<file path="config.mk">
export PLATFORM = sky130hd
export DESIGN_NAME = spi_adc_scan_averager_top
export DESIGN_NICKNAME = d
export VERILOG_FILES = /design/src/hdl/ssa_pkg.sv /design/src/hdl/ssa_regs.sv /design/src/hdl/ssa_seq.sv /design/src/hdl/ssa_out.sv /design/src/hdl/spi_adc_scan_averager_top.sv
export SDC_FILE = /design/constraint.sdc
export NUM_CORES = 1
export LEC_CHECK = 0
export ABC_AREA = 0
export ABC_CLOCK_PERIOD_IN_PS = 4800
export BUFFER_PORTS_ARGS = -buffer_cell sky130_fd_sc_hd__buf_2
export CORE_ASPECT_RATIO = 2
export CORE_MARGIN = 2
export CORE_UTILIZATION = 60
export CTS_CLUSTER_DIAMETER = 150
export CTS_CLUSTER_SIZE = 8
export DETAILED_ROUTE_END_ITERATION = 10
export GPL_TIMING_DRIVEN = 0
export PLACE_DENSITY = 0.81
export SLEW_MARGIN = 15
export SYNTH_ARGS = -nofsm -noshare
export SYNTH_HDL_FRONTEND = slang
export SYNTH_SLANG_ARGS = --single-unit
</file>
<file path="constraint.sdc">
create_clock -name clk -period 4.8 [get_ports clk]
set_input_delay 0 -clock clk [delete_from_list [all_inputs] [get_ports clk]]
set_output_delay 0 -clock clk [all_outputs]
set_load 0.01 [all_outputs]
</file>
<file path="src/hdl/ssa_pkg.sv">
// shared types and constants of the spi adc scan averager
// no dependencies; used by the register file, sequencer, output register and top level
`timescale 1ns / 1ps

package ssa_pkg;

	// fixed sizes
	localparam int MAX_CHANNELS = 8;
	localparam int CH_W         = 3;
	localparam int SAMPLE_BITS  = 12;
	localparam int SUM_W        = 15;
	localparam int PHASE_W      = 6;
	localparam int GAP_W        = 20;

	// conversion waveform landmarks, in ticks from the start of a conversion
	localparam logic [PHASE_W-1:0] PH_LAST       = 6'd41;
	localparam logic [PHASE_W-1:0] PH_CMD_LAST   = 6'd16;
	localparam logic [PHASE_W-1:0] PH_NULL_CLK   = 6'd17;
	localparam logic [PHASE_W-1:0] PH_FIRST_READ = 6'd18;
	localparam logic [PHASE_W-1:0] PH_LAST_READ  = 6'd40;
	localparam logic [PHASE_W-1:0] PH_START_END  = 6'd4;
	localparam logic [PHASE_W-1:0] PH_D2_END     = 6'd6;
	localparam logic [PHASE_W-1:0] PH_D1_END     = 6'd8;

	// register map
	localparam int REG_IDX_W = 2;
	localparam logic [REG_IDX_W-1:0] REG_CHANNEL_COUNT = 2'd0;
	localparam logic [REG_IDX_W-1:0] REG_AVERAGE_LOG2  = 2'd1;
	localparam logic [REG_IDX_W-1:0] REG_CONV_GAP      = 2'd2;
	localparam logic [REG_IDX_W-1:0] REG_SCAN_GAP      = 2'd3;

	// register reset values
	localparam logic [3:0]  RST_CHANNEL_COUNT = 4'd4;
	localparam logic [1:0]  RST_AVERAGE_LOG2  = 2'd2;
	localparam logic [15:0] RST_CONV_GAP      = 16'd6;
	localparam logic [19:0] RST_SCAN_GAP      = 20'd400000;

	typedef struct packed {
		logic [3:0]  channel_count;
		logic [1:0]  average_log2;
		logic [15:0] conversion_gap_ticks;
		logic [19:0] scan_gap_ticks;
	} cfg_t;

	typedef struct packed {
		logic                   cs_n;
		logic                   sclk;
		logic                   mosi;
		logic                   report_valid;
		logic [CH_W-1:0]        report_channel;
		logic [SAMPLE_BITS-1:0] report_value;
		logic                   report_last;
	} res_t;

endpackage

</file>
<file path="src/hdl/ssa_regs.sv">
// configuration register file behind the apb-style port
// depends on ssa_pkg for the register map and reset values
`timescale 1ns / 1ps

module ssa_regs (
	input  logic               clk,
	input  logic               arst_n,
	input  logic               psel,
	input  logic               penable,
	input  logic               pwrite,
	input  logic [3:0]         paddr,
	input  logic [31:0]        pwdata,
	output logic [31:0]        prdata,
	output logic               pready,
	output ssa_pkg::cfg_t      cfg
);

	ssa_pkg::cfg_t                       cfg_q;
	logic [ssa_pkg::REG_IDX_W-1:0]       idx;
	logic                                wr_en;

	assign idx    = paddr[3:2];
	assign wr_en  = psel && penable && pwrite;
	assign pready = 1'b1;
	assign cfg    = cfg_q;

	// register writes
	always_ff @(posedge clk or negedge arst_n) begin
		if (!arst_n) begin
			cfg_q.channel_count        <= ssa_pkg::RST_CHANNEL_COUNT;
			cfg_q.average_log2         <= ssa_pkg::RST_AVERAGE_LOG2;
			cfg_q.conversion_gap_ticks <= ssa_pkg::RST_CONV_GAP;
			cfg_q.scan_gap_ticks       <= ssa_pkg::RST_SCAN_GAP;
		end else if (wr_en) begin
			case (idx)
				ssa_pkg::REG_CHANNEL_COUNT: cfg_q.channel_count        <= pwdata[3:0];
				ssa_pkg::REG_AVERAGE_LOG2:  cfg_q.average_log2         <= pwdata[1:0];
				ssa_pkg::REG_CONV_GAP:      cfg_q.conversion_gap_ticks <= pwdata[15:0];
				ssa_pkg::REG_SCAN_GAP:      cfg_q.scan_gap_ticks       <= pwdata[19:0];
				default: ;
			endcase
		end
	end

	// read-back
	always_comb begin
		case (idx)
			ssa_pkg::REG_CHANNEL_COUNT: prdata = {28'd0, cfg_q.channel_count};
			ssa_pkg::REG_AVERAGE_LOG2:  prdata = {30'd0, cfg_q.average_log2};
			ssa_pkg::REG_CONV_GAP:      prdata = {16'd0, cfg_q.conversion_gap_ticks};
			ssa_pkg::REG_SCAN_GAP:      prdata = {12'd0, cfg_q.scan_gap_ticks};
			default:                    prdata = 32'd0;
		endcase
	end

endmodule

</file>
<file path="src/hdl/ssa_seq.sv">
// tick sequencer: conversion waveform, gaps, per-channel sums and reports
// depends on ssa_pkg for the config and result structs and waveform constants
`timescale 1ns / 1ps

module ssa_seq (
	input  logic          clk,
	input  logic          arst_n,
	input  logic          step,
	input  logic          miso,
	input  ssa_pkg::cfg_t cfg,
	output ssa_pkg::res_t res
);

	typedef enum logic [1:0] {
		MODE_CONV = 2'd0,
		MODE_CGAP = 2'd1,
		MODE_SGAP = 2'd2,
		MODE_IGAP = 2'd3
	} mode_t;

	localparam int CW = ssa_pkg::CH_W;
	localparam int PW = ssa_pkg::PHASE_W;
	localparam int GW = ssa_pkg::GAP_W;
	localparam int SW = ssa_pkg::SUM_W;
	localparam int BW = ssa_pkg::SAMPLE_BITS;

	mode_t          mode_q, mode_d;
	logic [PW-1:0]  phase_q, phase_d;
	logic [GW-1:0]  gap_q, gap_d, gap_inc;
	logic [CW-1:0]  ch_q, ch_d, rnd_q, rnd_d;
	logic [BW-1:0]  shift_q, shift_d;
	logic [2:0]     pins_q, pins_d;
	logic [SW-1:0]  sums_q [ssa_pkg::MAX_CHANNELS];
	logic [CW-1:0]  rd_idx;
	logic [SW-1:0]  sum_rd, sum_wdata, sum_shr;
	logic           sum_we, sum_clr, do_adv;
	logic [3:0]     eff_cnt, rounds;
	logic [GW-1:0]  scan_len;
	logic           cs, sc, di;

	// effective channel count and gap lengths
	always_comb begin
		if (cfg.channel_count == 4'd0)
			eff_cnt = 4'd1;
		else if (cfg.channel_count > 4'(ssa_pkg::MAX_CHANNELS))
			eff_cnt = 4'(ssa_pkg::MAX_CHANNELS);
		else
			eff_cnt = cfg.channel_count;
		rounds   = 4'd1 << cfg.average_log2;
		scan_len = (cfg.scan_gap_ticks < {16'd0, eff_cnt}) ? {16'd0, eff_cnt}
			: cfg.scan_gap_ticks;
	end

	// pin waveform decode for the current phase
	always_comb begin
		cs = (phase_q == '0) || (phase_q == ssa_pkg::PH_LAST);
		if (phase_q == '0 || phase_q == ssa_pkg::PH_NULL_CLK)
			sc = 1'b1;
		else if (phase_q <= ssa_pkg::PH_CMD_LAST)
			sc = !phase_q[0];
		else if (phase_q <= ssa_pkg::PH_LAST_READ)
			sc = phase_q[0];
		else
			sc = 1'b0;
		if (phase_q == '0)
			di = 1'b0;
		else if (phase_q <= ssa_pkg::PH_START_END)
			di = 1'b1;
		else if (phase_q <= ssa_pkg::PH_D2_END)
			di = ch_q[2];
		else if (phase_q <= ssa_pkg::PH_D1_END)
			di = ch_q[1];
		else
			di = ch_q[0];
	end

	// single sum read: conversion end or report
	assign rd_idx  = (mode_q == MODE_CONV) ? ch_q : gap_q[CW-1:0];
	assign sum_rd  = sums_q[rd_idx];
	assign sum_shr = sum_rd >> cfg.average_log2;
	assign gap_inc = gap_q + 20'd1;

	// next state and result
	always_comb begin
		mode_d    = mode_q;
		phase_d   = phase_q;
		gap_d     = gap_q;
		ch_d      = ch_q;
		rnd_d     = rnd_q;
		shift_d   = shift_q;
		pins_d    = pins_q;
		sum_we    = 1'b0;
		sum_clr   = 1'b0;
		sum_wdata = sum_rd + {3'd0, shift_q};
		do_adv    = 1'b0;
		res.report_valid   = 1'b0;
		res.report_channel = '0;
		res.report_value   = '0;
		res.report_last    = 1'b0;

		case (mode_q)
			MODE_CONV: begin
				pins_d = {cs, sc, di};
				if (phase_q >= ssa_pkg::PH_FIRST_READ && phase_q <= ssa_pkg::PH_LAST_READ
						&& !phase_q[0])
					shift_d = {shift_q[BW-2:0], miso};
				if (phase_q >= ssa_pkg::PH_LAST) begin
					sum_we  = 1'b1;
					shift_d = '0;
					phase_d = '0;
					gap_d   = '0;
					if (cfg.conversion_gap_ticks == 16'd0)
						do_adv = 1'b1;
					else
						mode_d = MODE_CGAP;
				end else begin
					phase_d = phase_q + 6'd1;
				end
			end
			MODE_CGAP: begin
				gap_d = gap_inc;
				if (gap_inc >= {4'd0, cfg.conversion_gap_ticks})
					do_adv = 1'b1;
			end
			default: begin
				// scan gap, with reports only after a real scan
				if (mode_q == MODE_SGAP && gap_q < {16'd0, eff_cnt}) begin
					res.report_valid   = 1'b1;
					res.report_channel = gap_q[CW-1:0];
					res.report_value   = (|sum_shr[SW-1:BW]) ? {BW{1'b1}} : sum_shr[BW-1:0];
					res.report_last    = (gap_inc == {16'd0, eff_cnt});
				end
				gap_d = gap_inc;
				if (gap_inc >= scan_len) begin
					gap_d   = '0;
					sum_clr = 1'b1;
					ch_d    = '0;
					rnd_d   = '0;
					phase_d = '0;
					shift_d = '0;
					mode_d  = MODE_CONV;
				end
			end
		endcase

		// step to the next channel, round or the scan gap
		if (do_adv) begin
			if (({1'b0, ch_q} + 4'd1) < eff_cnt) begin
				ch_d    = ch_q + 3'd1;
				phase_d = '0;
				mode_d  = MODE_CONV;
			end else begin
				ch_d = '0;
				if (({1'b0, rnd_q} + 4'd1) < rounds) begin
					rnd_d   = rnd_q + 3'd1;
					phase_d = '0;
					mode_d  = MODE_CONV;
				end else begin
					rnd_d  = '0;
					gap_d  = '0;
					mode_d = MODE_SGAP;
				end
			end
		end

		res.cs_n = pins_d[2];
		res.sclk = pins_d[1];
		res.mosi = pins_d[0];
	end

	// sequencer state
	always_ff @(posedge clk or negedge arst_n) begin
		if (!arst_n) begin
			mode_q  <= MODE_IGAP;
			phase_q <= '0;
			gap_q   <= '0;
			ch_q    <= '0;
			rnd_q   <= '0;
			shift_q <= '0;
			pins_q  <= 3'b110;
		end else if (step) begin
			mode_q  <= mode_d;
			phase_q <= phase_d;
			gap_q   <= gap_d;
			ch_q    <= ch_d;
			rnd_q   <= rnd_d;
			shift_q <= shift_d;
			pins_q  <= pins_d;
		end
	end

	// per-channel sums, cleared at scan start
	always_ff @(posedge clk) begin
		if (step) begin
			if (sum_clr) begin
				for (int i = 0; i < ssa_pkg::MAX_CHANNELS; i++)
					sums_q[i] <= '0;
			end else if (sum_we) begin
				sums_q[ch_q] <= sum_wdata;
			end
		end
	end

endmodule

</file>
<file path="src/hdl/ssa_out.sv">
// result register between the sequencer and the output channel
// depends on ssa_pkg for the result struct
`timescale 1ns / 1ps

module ssa_out (
	input  logic          clk,
	input  logic          arst_n,
	input  logic          load,
	input  ssa_pkg::res_t res,
	input  logic          result_ready,
	output logic          result_valid,
	output logic          space,
	output ssa_pkg::res_t res_q
);

	logic valid_q;

	assign result_valid = valid_q;
	assign space        = !valid_q || result_ready;

	// valid flag
	always_ff @(posedge clk or negedge arst_n) begin
		if (!arst_n)
			valid_q <= 1'b0;
		else if (load)
			valid_q <= 1'b1;
		else if (result_ready)
			valid_q <= 1'b0;
	end

	// payload
	always_ff @(posedge clk) begin
		if (load)
			res_q <= res;
	end

endmodule

</file>
<file path="src/hdl/spi_adc_scan_averager_top.sv">
// latency: the result for a tick is shown the cycle after the tick is accepted
// throughput: one tick per cycle while results are taken; the result register frees as it is taken
// the sequencer state updates in one pass from the accepted tick
// reset: asynchronous, registers to defaults, sequencer in the initial scan gap
// top level of the spi adc scan averager; depends on ssa_pkg, ssa_regs,
// ssa_seq and ssa_out
`timescale 1ns / 1ps

module spi_adc_scan_averager_top (
	input  logic        clk,
	input  logic        arst_n,
	input  logic        item_valid,
	output logic        item_ready,
	input  logic        miso,
	output logic        result_valid,
	input  logic        result_ready,
	output logic        cs_n,
	output logic        sclk,
	output logic        mosi,
	output logic        report_valid,
	output logic [2:0]  report_channel,
	output logic [11:0] report_value,
	output logic        report_last,
	input  logic        psel,
	input  logic        penable,
	input  logic        pwrite,
	input  logic [3:0]  paddr,
	input  logic [31:0] pwdata,
	output logic [31:0] prdata,
	output logic        pready
);

	ssa_pkg::cfg_t cfg;
	ssa_pkg::res_t res, res_q;
	logic          step, space;

	assign item_ready = space;
	assign step       = item_valid && space;

	// configuration registers
	ssa_regs u_regs (
		.clk     (clk),
		.arst_n  (arst_n),
		.psel    (psel),
		.penable (penable),
		.pwrite  (pwrite),
		.paddr   (paddr),
		.pwdata  (pwdata),
		.prdata  (prdata),
		.pready  (pready),
		.cfg     (cfg)
	);

	// tick sequencer
	ssa_seq u_seq (
		.clk    (clk),
		.arst_n (arst_n),
		.step   (step),
		.miso   (miso),
		.cfg    (cfg),
		.res    (res)
	);

	// result register
	ssa_out u_out (
		.clk          (clk),
		.arst_n       (arst_n),
		.load         (step),
		.res          (res),
		.result_ready (result_ready),
		.result_valid (result_valid),
		.space        (space),
		.res_q        (res_q)
	);

	assign cs_n           = res_q.cs_n;
	assign sclk           = res_q.sclk;
	assign mosi           = res_q.mosi;
	assign report_valid   = res_q.report_valid;
	assign report_channel = res_q.report_channel;
	assign report_value   = res_q.report_value;
	assign report_last    = res_q.report_last;

endmodule

</file>
* Yosys cells after proc, flatten, opt, wreduce, memory -nomap -nowiden
Memories as Yosys holds them, arrays and structs flattened.
Index checks and enable logic that the tools add are counted.
** Cells by class
- Shift operators :: 2
- Add/subtract/negate cells :: 7
- Bitwise operators :: 2
- Muxes and demuxes :: 67
- Magnitude comparators :: 14
- Equality and inequality tests :: 13
- Reduce and logical (&&, ||, !) cells :: 31
** Operator list (count)
- $pmux W32 S4 :: 1
- $mux W20 :: 6
- $mux W12 :: 4
- $lt A20 B4 Y1 :: 2
- $pmux W20 S2 :: 1
- $mux W3 :: 12
- $mux W6 :: 5
- $mux W1 :: 24
- $pmux W12 S2 :: 1
- $add A20 B1 Y20 const B :: 1
- $eq A20 B4 Y1 :: 1
- $ge A20 B16 Y1 :: 1
- $ge A20 B20 Y1 :: 1
- $mux W17 :: 1
- $logic_not A16 Y1 :: 1
- $add A15 B12 Y15 :: 1
- $mux W15 :: 1
- $reduce_or A15 Y1 :: 1
- $shr A15 B2 Y15 :: 1
- $le A6 B3 Y1 const B :: 2
- $mux W2 :: 6
- $pmux W6 S2 :: 1
- $add A3 B1 Y4 const B :: 2
- $lt A4 B4 Y1 :: 2
- other kinds (34) :: 57
** Word-level totals
- Memories kept :: 1
- Memory bits (writable) :: 120
- Bits in registers :: 112
- Logic and storage cells :: 156
** Memories
- u_seq.sums_q :: depth 8, width 15, read ports 1, clocked after Yosys merged registers in 0, write ports 8, line ssa_seq.sv:33 : logic [SW-1:0] sums_q [ssa_pkg::MAX_CHANNELS];

* Logic depth before layout (Yosys ltp)
Gate-level depths: netlist of run 1.
- Word-level depth :: 13
- Depth in mapped cells :: 19
- Depth with buffers taken out :: 16

* By module
A second synthesis of run 1 with hierarchy kept.
** Second synthesis, totals
- Cells, all modules :: 1218
- Area, all modules :: 13390.3 um^2
** Modules (own cells, without submodules)
- ssa_seq :: area an instance 10650.2 um^2, times used 1, cells an instance 1045, seq. area each 4834.6 um^2
- ssa_regs :: area an instance 2085.8 um^2, times used 1, cells an instance 149, seq. area each 1063.5 um^2
- ssa_out :: area an instance 648.1 um^2, times used 1, cells an instance 23, seq. area each 625.6 um^2
- spi_adc_scan_averager_top :: area an instance 6.3 um^2, times used 1, cells an instance 1, seq. area each 0.0 um^2

* Least setup slack after synthesis of run 1
OpenSTA, ideal clock, no wires.
- Kind :: register -> register
- From :: register u_seq.mode_q[0]
- To :: memory u_seq.sums_q[0][13] (netlist bit), data pin
- Period minus slack after synthesis :: 4.233 ns
- Stages on the path, launching flop included :: 18
- Buffers on the path :: 3
- Arrival :: 3.967 ns
- Data required time :: 4.534 ns
- Slack :: 0.567 ns
- Cell sequence :: dfstp_2 > buf_6 > nor2_8 > mux2i_1 > buf_6 > buf_4 > mux4_2 > mux2i_1 > inv_1 > ha_1 > nand3_1 > o2111ai_1 > nand4_1 > a21boi_0 > o211ai_1 > a21oi_1 > xor2_2 > nor2_1
** RTL lines
- start: declaration :: line ssa_seq.sv:27 : mode_t mode_q, mode_d;
- start signal: assignment :: line ssa_seq.sv:182 : mode_q <= mode_d;
- end: declaration :: line ssa_seq.sv:33

==> impl_metrics.env, run 1 <==
export IMPL_grt_pass1_vias=10989
export IMPL_nFillCells=1495
export IMPL_setup_worst_path_end_class="register"
export IMPL_swShare=0.395
export IMPL_grt_max_degree=52
export IMPL_r2r_setup_slack_ns=0.06
export IMPL_leakage_uw=0.00608
export IMPL_ys_types=83
export IMPL_syn_area_per_cell_um2=10.9
export IMPL_finalHoldViolCount=0
export IMPL_reg2reg_from="u_seq.mode_q[1]$_DFFE_PN1P_"
export IMPL_grt_usage=0.335
export IMPL_synth_area_mux_share=0.0993
export IMPL_synthSimpleGateAreaFrac=0.139
export IMPL_drc_errors=0
export IMPL_arrival_ns=4.97
export IMPL_synth_compound_area_frac=0.121
export IMPL_worstMarginPinSlew_ns=1.12
export IMPL_maxCapViolations=0
export IMPL_cts_max_path_buffers=3
export IMPL_antenna_found_initial=1
export IMPL_hpwl_um=27000
export IMPL_ys_seq_elements=232
export IMPL_ant_nets=0
export IMPL_cp_data_required_time_ns=5.04
export IMPL_p_per_area_nw_per_um2=529
export IMPL_vdd_drop_max_mv=0.406
export IMPL_firstDrtPassIters=7
export IMPL_place_area_um2=13900
export IMPL_setup_viol=0
export IMPL_cts_tree="done"
export IMPL_area_delta_synth_final_pct=18.3
export IMPL_synth_area_um2=13100
export IMPL_p_clk_frac=0.274
export IMPL_comb_power_share=0.419
export IMPL_floorplan_initialDensity=0.611
export IMPL_via_count=10439
export IMPL_drv_slew=0
export IMPL_clk_latency_ns=0.52
export IMPL_cts_root_buf="clkbuf_16"
export IMPL_avgRoutedWirePerCell_um=22.5
export IMPL_crit_end="u_seq.sums_q[3][13]$_SDFFCE_PN0P_"
export IMPL_final_seq_area_um2=6530
export IMPL_io_pins=99
export IMPL_drive_above_1_share=0.199
export IMPL_overflow=0
export IMPL_fp_dieArea_um2=23200
export IMPL_skew_ns=0.0198
export IMPL_die_w_um=109
export IMPL_status="complete, no violations"
export IMPL_slew_headroom=0.251
export IMPL_place_congestion=0.964
export IMPL_finish_utilization=0.724
export IMPL_viasPerCell=6.29
export IMPL_synth_top_family_by_area="simple AND/OR/NAND/NOR gates"
export IMPL_fin_crit_ns=4.74
export IMPL_clock_sinks=232
export IMPL_r2r_cells=18
export IMPL_yosysWarnings=0
export IMPL_netlist_instances=1207
export IMPL_fmax_mhz=211
export IMPL_cts_buffers=34
export IMPL_routed_wl_um=37300
export IMPL_synthXorXnorAreaFrac=0.0238
export IMPL_clk_pin_slew_ns=0.06
export IMPL_drt_iter0_drc=853
export IMPL_final_area_um2=15500
export IMPL_p_seq_frac=0.307
export IMPL_critPathLaunchType="register"
export IMPL_multi_input_area_um2=6240
export IMPL_nNetsFinal=1474
export IMPL_critPathKind="register to register"
export IMPL_r2r_end="u_seq.sums_q[3][13]$_SDFFCE_PN0P_"
export IMPL_numPortBuffers=71
export IMPL_grt_pass1_wl_um=57500
export IMPL_synth_main_ff_cell="edfxtp_1"
export IMPL_yosysSeqAreaShare=0.497
export IMPL_intPower_uw=4970
export IMPL_fp_dieH_um=213
export IMPL_period_share=0.987
export IMPL_synth_edff_count=140
export IMPL_critPathLaunch="u_seq.mode_q[1]$_DFFE_PN1P_"
export IMPL_coreArea_um2=21500
export IMPL_synth_fa_ha_area_frac=0.0663
export IMPL_htree_levels=2
export IMPL_power_switching_uw=3250
export IMPL_path_max_fanout=10
export IMPL_ys_async_sr_fraction=0.397
export IMPL_core_rowCount=76
export IMPL_min_path_type="input port to asynchronous set/reset pin"
-- cells in the final DEF (no fill, tap or decap), drive strengths merged, types with 14 or more instances in the layout --
cell type	Yosys	final
nor4	14	14
a21oi	40	40
edfxtp	140	140
mux2i	38	38
inv	84	86
dfstp	14	14
nor2b	17	17
o21ai	84	84
dfrtp	78	78
xnor2	22	22
buf	37	118
dlygate4sd3	0	25
clkbuf	34	93
nand3	36	36
mux4	32	32
nor2	152	152
nand2	110	110
ha	68	68
-- registers in the layout, summed over array words and instances (netlist names), 2 cells and up --
register       flops
u_seq.ch_q         3
u_regs.cfg        42
u_seq.phase_q      6
u_seq.shift_q     12
u_seq.rnd_q        3
u_seq.sums_q     120
u_seq.gap_q       20
u_out.res_q       20
u_seq.mode_q       2
u_seq.pins_q       3
-- through the flow --
stage	setup TNS [ns]	instances	hold WS, ns	worst slack, ns	power (uW)
after floorplan	0	1218	-0.296	0.567	4580
after global placement	-149.76	1562	0.207	-1.00	5320
after detailed placement	-158.72	1563	0.0416	-1.00	5410
after CTS	0	1652	0.0236	0.00314	7890
after global routing	-0.0249	1658	0.0597	-0.0249	8570
final	0	1659	0.0325	0.0639	8220
-- cell usage after synthesis (all sizes together) (5+ instances only) --
cell    number  share of area
inv         84          0.024
o22ai        5         0.0029
o21a         8         0.0046
ha          68          0.065
a22o         6         0.0040
o211ai      10         0.0057
and2         7         0.0033
o21ai       84          0.032
a31oi        8         0.0038
edfxtp     140           0.32
o31ai        6         0.0049
nor3        11         0.0042
dfrtp       78           0.15
and3         6         0.0029
mux4        32          0.055
nand4       13         0.0067
buf         37          0.019
o221ai      12         0.0090
dfstp       14          0.028
xnor2       22          0.015
mux2        13          0.011
xor2        12         0.0086
nor2       152          0.045
nand2      110          0.032
nand2b      10         0.0048
a21oi       40          0.017
and4         5         0.0033
mux2i       38          0.033
a32o        13         0.0099
nand3       36          0.014
clkbuf      34         0.0097
nor2b       17         0.0081
a21o         7         0.0040
nor4        14         0.0067
-- worst min path at each step --
stage | cells after the start | start | slack [ns] | to
floorplan | 0 | arst_n | -0.30 | u_out.result_valid$_DFFE_PN0P_
detailed placement | 1 | arst_n | 0.04 | u_seq.gap_q[15]$_DFFE_PN0P_
global route | 3 | paddr[3] | 0.06 | u_regs.cfg[20]$_DFFE_PN0P_
CTS | 3 | paddr[3] | 0.02 | u_regs.cfg[20]$_DFFE_PN0P_
finish | 2 | arst_n | 0.03 | u_seq.gap_q[15]$_DFFE_PN0P_
global placement | 3 | pwdata[16] | 0.21 | u_regs.cfg[16]$_DFFE_PN0P_
-- cell type report --
cell class	count	share of cell area
clock buffer	58	0.0619
sequential	232	0.420
antenna	1	0.000161
multi-input combinational	827	0.401
clock inverter	2	0.00185
buffer	71	0.0262
timing repair buffer	107	0.0457
tap	273	0.0220
inverter	88	0.0212
-- power groups by stage --
stage / Clock [uW] / Combinational (uW) / Sequential [uW]
after CTS: 2260 / 3120 / 2510
after global placement: 0 / 2780 / 2530
after floorplan: 0 / 2110 / 2470
after global routing: 2340 / 3690 / 2540
final: 2250 / 3450 / 2520
after detailed placement: 0 / 2870 / 2540
-- critical path, cell delays in order, from the launching register on --
cell and delay, ns:
dfstp_2 0.64, or2_1 0.14, buf_2 0.23, mux2i_4 0.30, buf_6 0.19, buf_4 0.23, mux4_2 0.33, mux2i_2 0.28
inv_1 0.09, ha_1 0.38, nand3_1 0.13, o2111ai_2 0.27, nand4_1 0.16, a21boi_2 0.31, o211ai_1 0.17, a21oi_2 0.23
xor2_2 0.14, buf_4 0.18, nor2_1 0.05
-- per-layer routing --
layer,vias to the layer above,GRT usage,wire length [um]
li1,4669,-,-
met1,5085,0.288,11100
met2,481,0.616,20500
met3,204,0.0842,2150
met4,0,0.285,3480
met5,-,0,0
-- timing repair --
action                                  in CTS  in global routing
endpoints found under the hold margin      126                  0
hold buffers                                25                  0
pin swaps                                    4                  5
resized for setup                           43                 29
endpoints found under the setup margin     235                231
buffers inserted                             4                  6
-- cells by family after synthesis --
family | after synthesis
AO/OA/AOI/OAI | 231
XOR/XNOR | 34
adder cells (fa/ha/maj) | 69
buffers and inverters | 159
flip-flops | 232
multiplexers | 83
other | 2
AND/OR/NAND/NOR | 397
Note: power is estimated with default switching activity, not from simulation.
==> run 2, diff against run 1 <==
--- a/config.mk
+++ b/config.mk
@@ -14,7 +14,6 @@
 export CTS_CLUSTER_DIAMETER = 150
 export CTS_CLUSTER_SIZE = 8
 export DETAILED_ROUTE_END_ITERATION = 10
-export GPL_TIMING_DRIVEN = 0
 export PLACE_DENSITY = 0.81
 export SLEW_MARGIN = 15
 export SYNTH_ARGS = -nofsm -noshare
==> run 2 against run 1 <==
Register-to-register slack improved by 0.14 ns. Routed wire length is 3.6% lower. Design area shrank 1.2%. Critical path type unchanged. Critical endpoint is now u_seq.sums_q[1][14]$_SDFFCE_PN0P_. Largest cell class unchanged.
==> impl_metrics.env, run 2 (synthesis results as in run 1) <==
export IMPL_via_count=10179
export IMPL_slew_headroom=0.425
export IMPL_r2r_setup_slack_ns=0.21
export IMPL_diodes=0
export IMPL_overflow=0
export IMPL_clk_pin_slew_ns=0.05
export IMPL_worstMarginPinSlew_ns=0.859
export IMPL_coreArea_um2=21500
export IMPL_arrival_ns=4.83
export IMPL_die_w_um=109
export IMPL_p_seq_frac=0.311
export IMPL_fp_dieH_um=213
export IMPL_leakage_uw=0.00607
export IMPL_route_met2_wl_um=19800
export IMPL_cts_root_buf="clkbuf_16"
export IMPL_hpwl_um=25500
export IMPL_grt_pass1_vias=10702
export IMPL_fp_dieArea_um2=23200
export IMPL_drc_errors=0
export IMPL_drt_iter0_drc=718
export IMPL_status="complete, no violations"
export IMPL_numPortBuffers=71
export IMPL_cts_buffers=34
export IMPL_place_inst=1547
export IMPL_firstDrtPassIters=5
export IMPL_floorplan_initialDensity=0.611
export IMPL_whs_ns=0.0212
export IMPL_period_share=0.957
export IMPL_nNetsFinal=1449
export IMPL_htree_levels=2
export IMPL_critPathKind="register to register"
export IMPL_routed_wl_um=36000
export IMPL_highest_layer="met4"
export IMPL_setup_viol=0
export IMPL_cts_max_path_buffers=3
export IMPL_maxCapViolations=0
export IMPL_grt_usage=0.320
export IMPL_clk_latency_ns=0.52
export IMPL_stdcell_count=1634
export IMPL_skew_ns=0.0243
export IMPL_setup_worst_path_end_class="register"
export IMPL_area_delta_synth_final_pct=17.0
export IMPL_p_clk_frac=0.271
export IMPL_avgRoutedWirePerCell_um=22.0
export IMPL_finalHoldViolCount=0
export IMPL_drive_above_1_share=0.190
export IMPL_min_path_type="input port to asynchronous set/reset pin"
export IMPL_core_rowCount=76
export IMPL_viasPerCell=6.23
export IMPL_fin_crit_ns=4.59
export IMPL_wl_met3_um=1760
export IMPL_antenna_found_initial=0
export IMPL_cts_tree="done"
export IMPL_final_common_cell="nor2_1"
export IMPL_critPathLaunchType="register"
export IMPL_fmax_mhz=218
export IMPL_finish_utilization=0.715
export IMPL_intPower_uw=5000
export IMPL_setup_slack_ns=0.206
export IMPL_grt_pass1_wl_um=55500
export IMPL_mostFrequentLayoutCells="nor2_1, edfxtp_1, nand2_1, inv_1, o21ai_0"
export IMPL_clock_sinks=232
export IMPL_regMostFlops="u_seq.sums_q"
export IMPL_postCtsSetupBuffers=0
export IMPL_io_pins=99
export IMPL_power_uw=8170
export IMPL_ant_nets=0
export IMPL_place_congestion=0.984
export IMPL_pre_cts_ws_ns=0.204
export IMPL_comb_power_share=0.418
export IMPL_swShare=0.389
export IMPL_r2r_cells=17
export IMPL_largest_register_ff_count=120
export IMPL_drv_slew=0
export IMPL_wl_met1_um=11100
export IMPL_grt_max_degree=86
export IMPL_cp_data_required_time_ns=5.03
export IMPL_p_per_area_nw_per_um2=532
export IMPL_power_switching_uw=3180
export IMPL_nFillCells=1531
export IMPL_path_max_fanout=15
export IMPL_vdd_drop_max_mv=0.429
-- run 2: per-layer routing --
layer  track usage  vias up
met1         0.287     5030
met2         0.589      369
met5             0        -
li1              -     4611
met4         0.265        0
met3        0.0678      169
-- run 2: final timing paths --
| check | from | to |
|---|---|---|
| worst max-delay path | u_seq.mode_q[0]$_DFFE_PN1P_ | u_seq.sums_q[1][14]$_SDFFCE_PN0P_ |
| worst min-delay path | arst_n | u_seq.pins_q[2]$_DFFE_PN1P_ |
| worst max register to register | u_seq.mode_q[0]$_DFFE_PN1P_ | u_seq.sums_q[1][14]$_SDFFCE_PN0P_ |
| worst min register to register | u_seq.pins_q[0]$_DFFE_PN0P_ | u_seq.pins_q[0]$_DFFE_PN0P_ |
| max in group asynchronous | arst_n | u_regs.cfg[2]$_DFFE_PN0P_ |
| min in group clk | pwrite | u_regs.cfg[6]$_DFFE_PN0P_ |
-- run 2: through the flow --
| stage | area (um2) | TNS, ns |
|---|---|---|
| 2_1_floorplan | 13200 | 0 |
| 3_3_place_gp | 14100 | 0 |
| 3_5_place_dp | 14100 | 0 |
| 4_1_cts | 15300 | 0 |
| 5_1_grt | 15400 | -0.117 |
| 6_report | 15400 | 0 |
-- run 2: timing repair --
action,4_1_cts,5_1_grt
setup endpoints to repair,0,181
gates resized for setup,0,6
endpoints found under the hold margin,124,0
hold buffers,25,0
-- run 2: cell type report --
type	instances	area, um2	area share
Timing Repair Buffer	153	1180	0.0769
Multi-Input combinational cell	827	6020	0.391
Clock buffer	58	941	0.0612
Inverter	88	330	0.0215
Tap cell	273	342	0.0222
Clock inverter	3	33.8	0.00220
Sequential cell	232	6520	0.424
-- run 2: power by group through the flow --
stage	registers [uW]	logic, uW	clock network (uW)
2_1_floorplan	2470	2110	0
3_3_place_gp	2550	3180	0
3_5_place_dp	2560	3250	0
4_1_cts	2530	3300	2220
5_1_grt	2560	3710	2300
6_report	2540	3420	2210
-- run 2: critical path, stage by stage, from the launching register on --
cell	delay, ns
dfstp_2	0.65
nor2_8	0.10
mux2i_4	0.30
buf_12	0.23
mux4_2	0.51
mux2i_1	0.23
inv_2	0.06
ha_1	0.36
nor2b_1	0.18
o21ai_1	0.11
a21oi_1	0.30
o221ai_2	0.19
o2111ai_2	0.39
buf_4	0.19
nand2_1	0.08
xnor2_2	0.16
buf_4	0.19
nor2_1	0.05
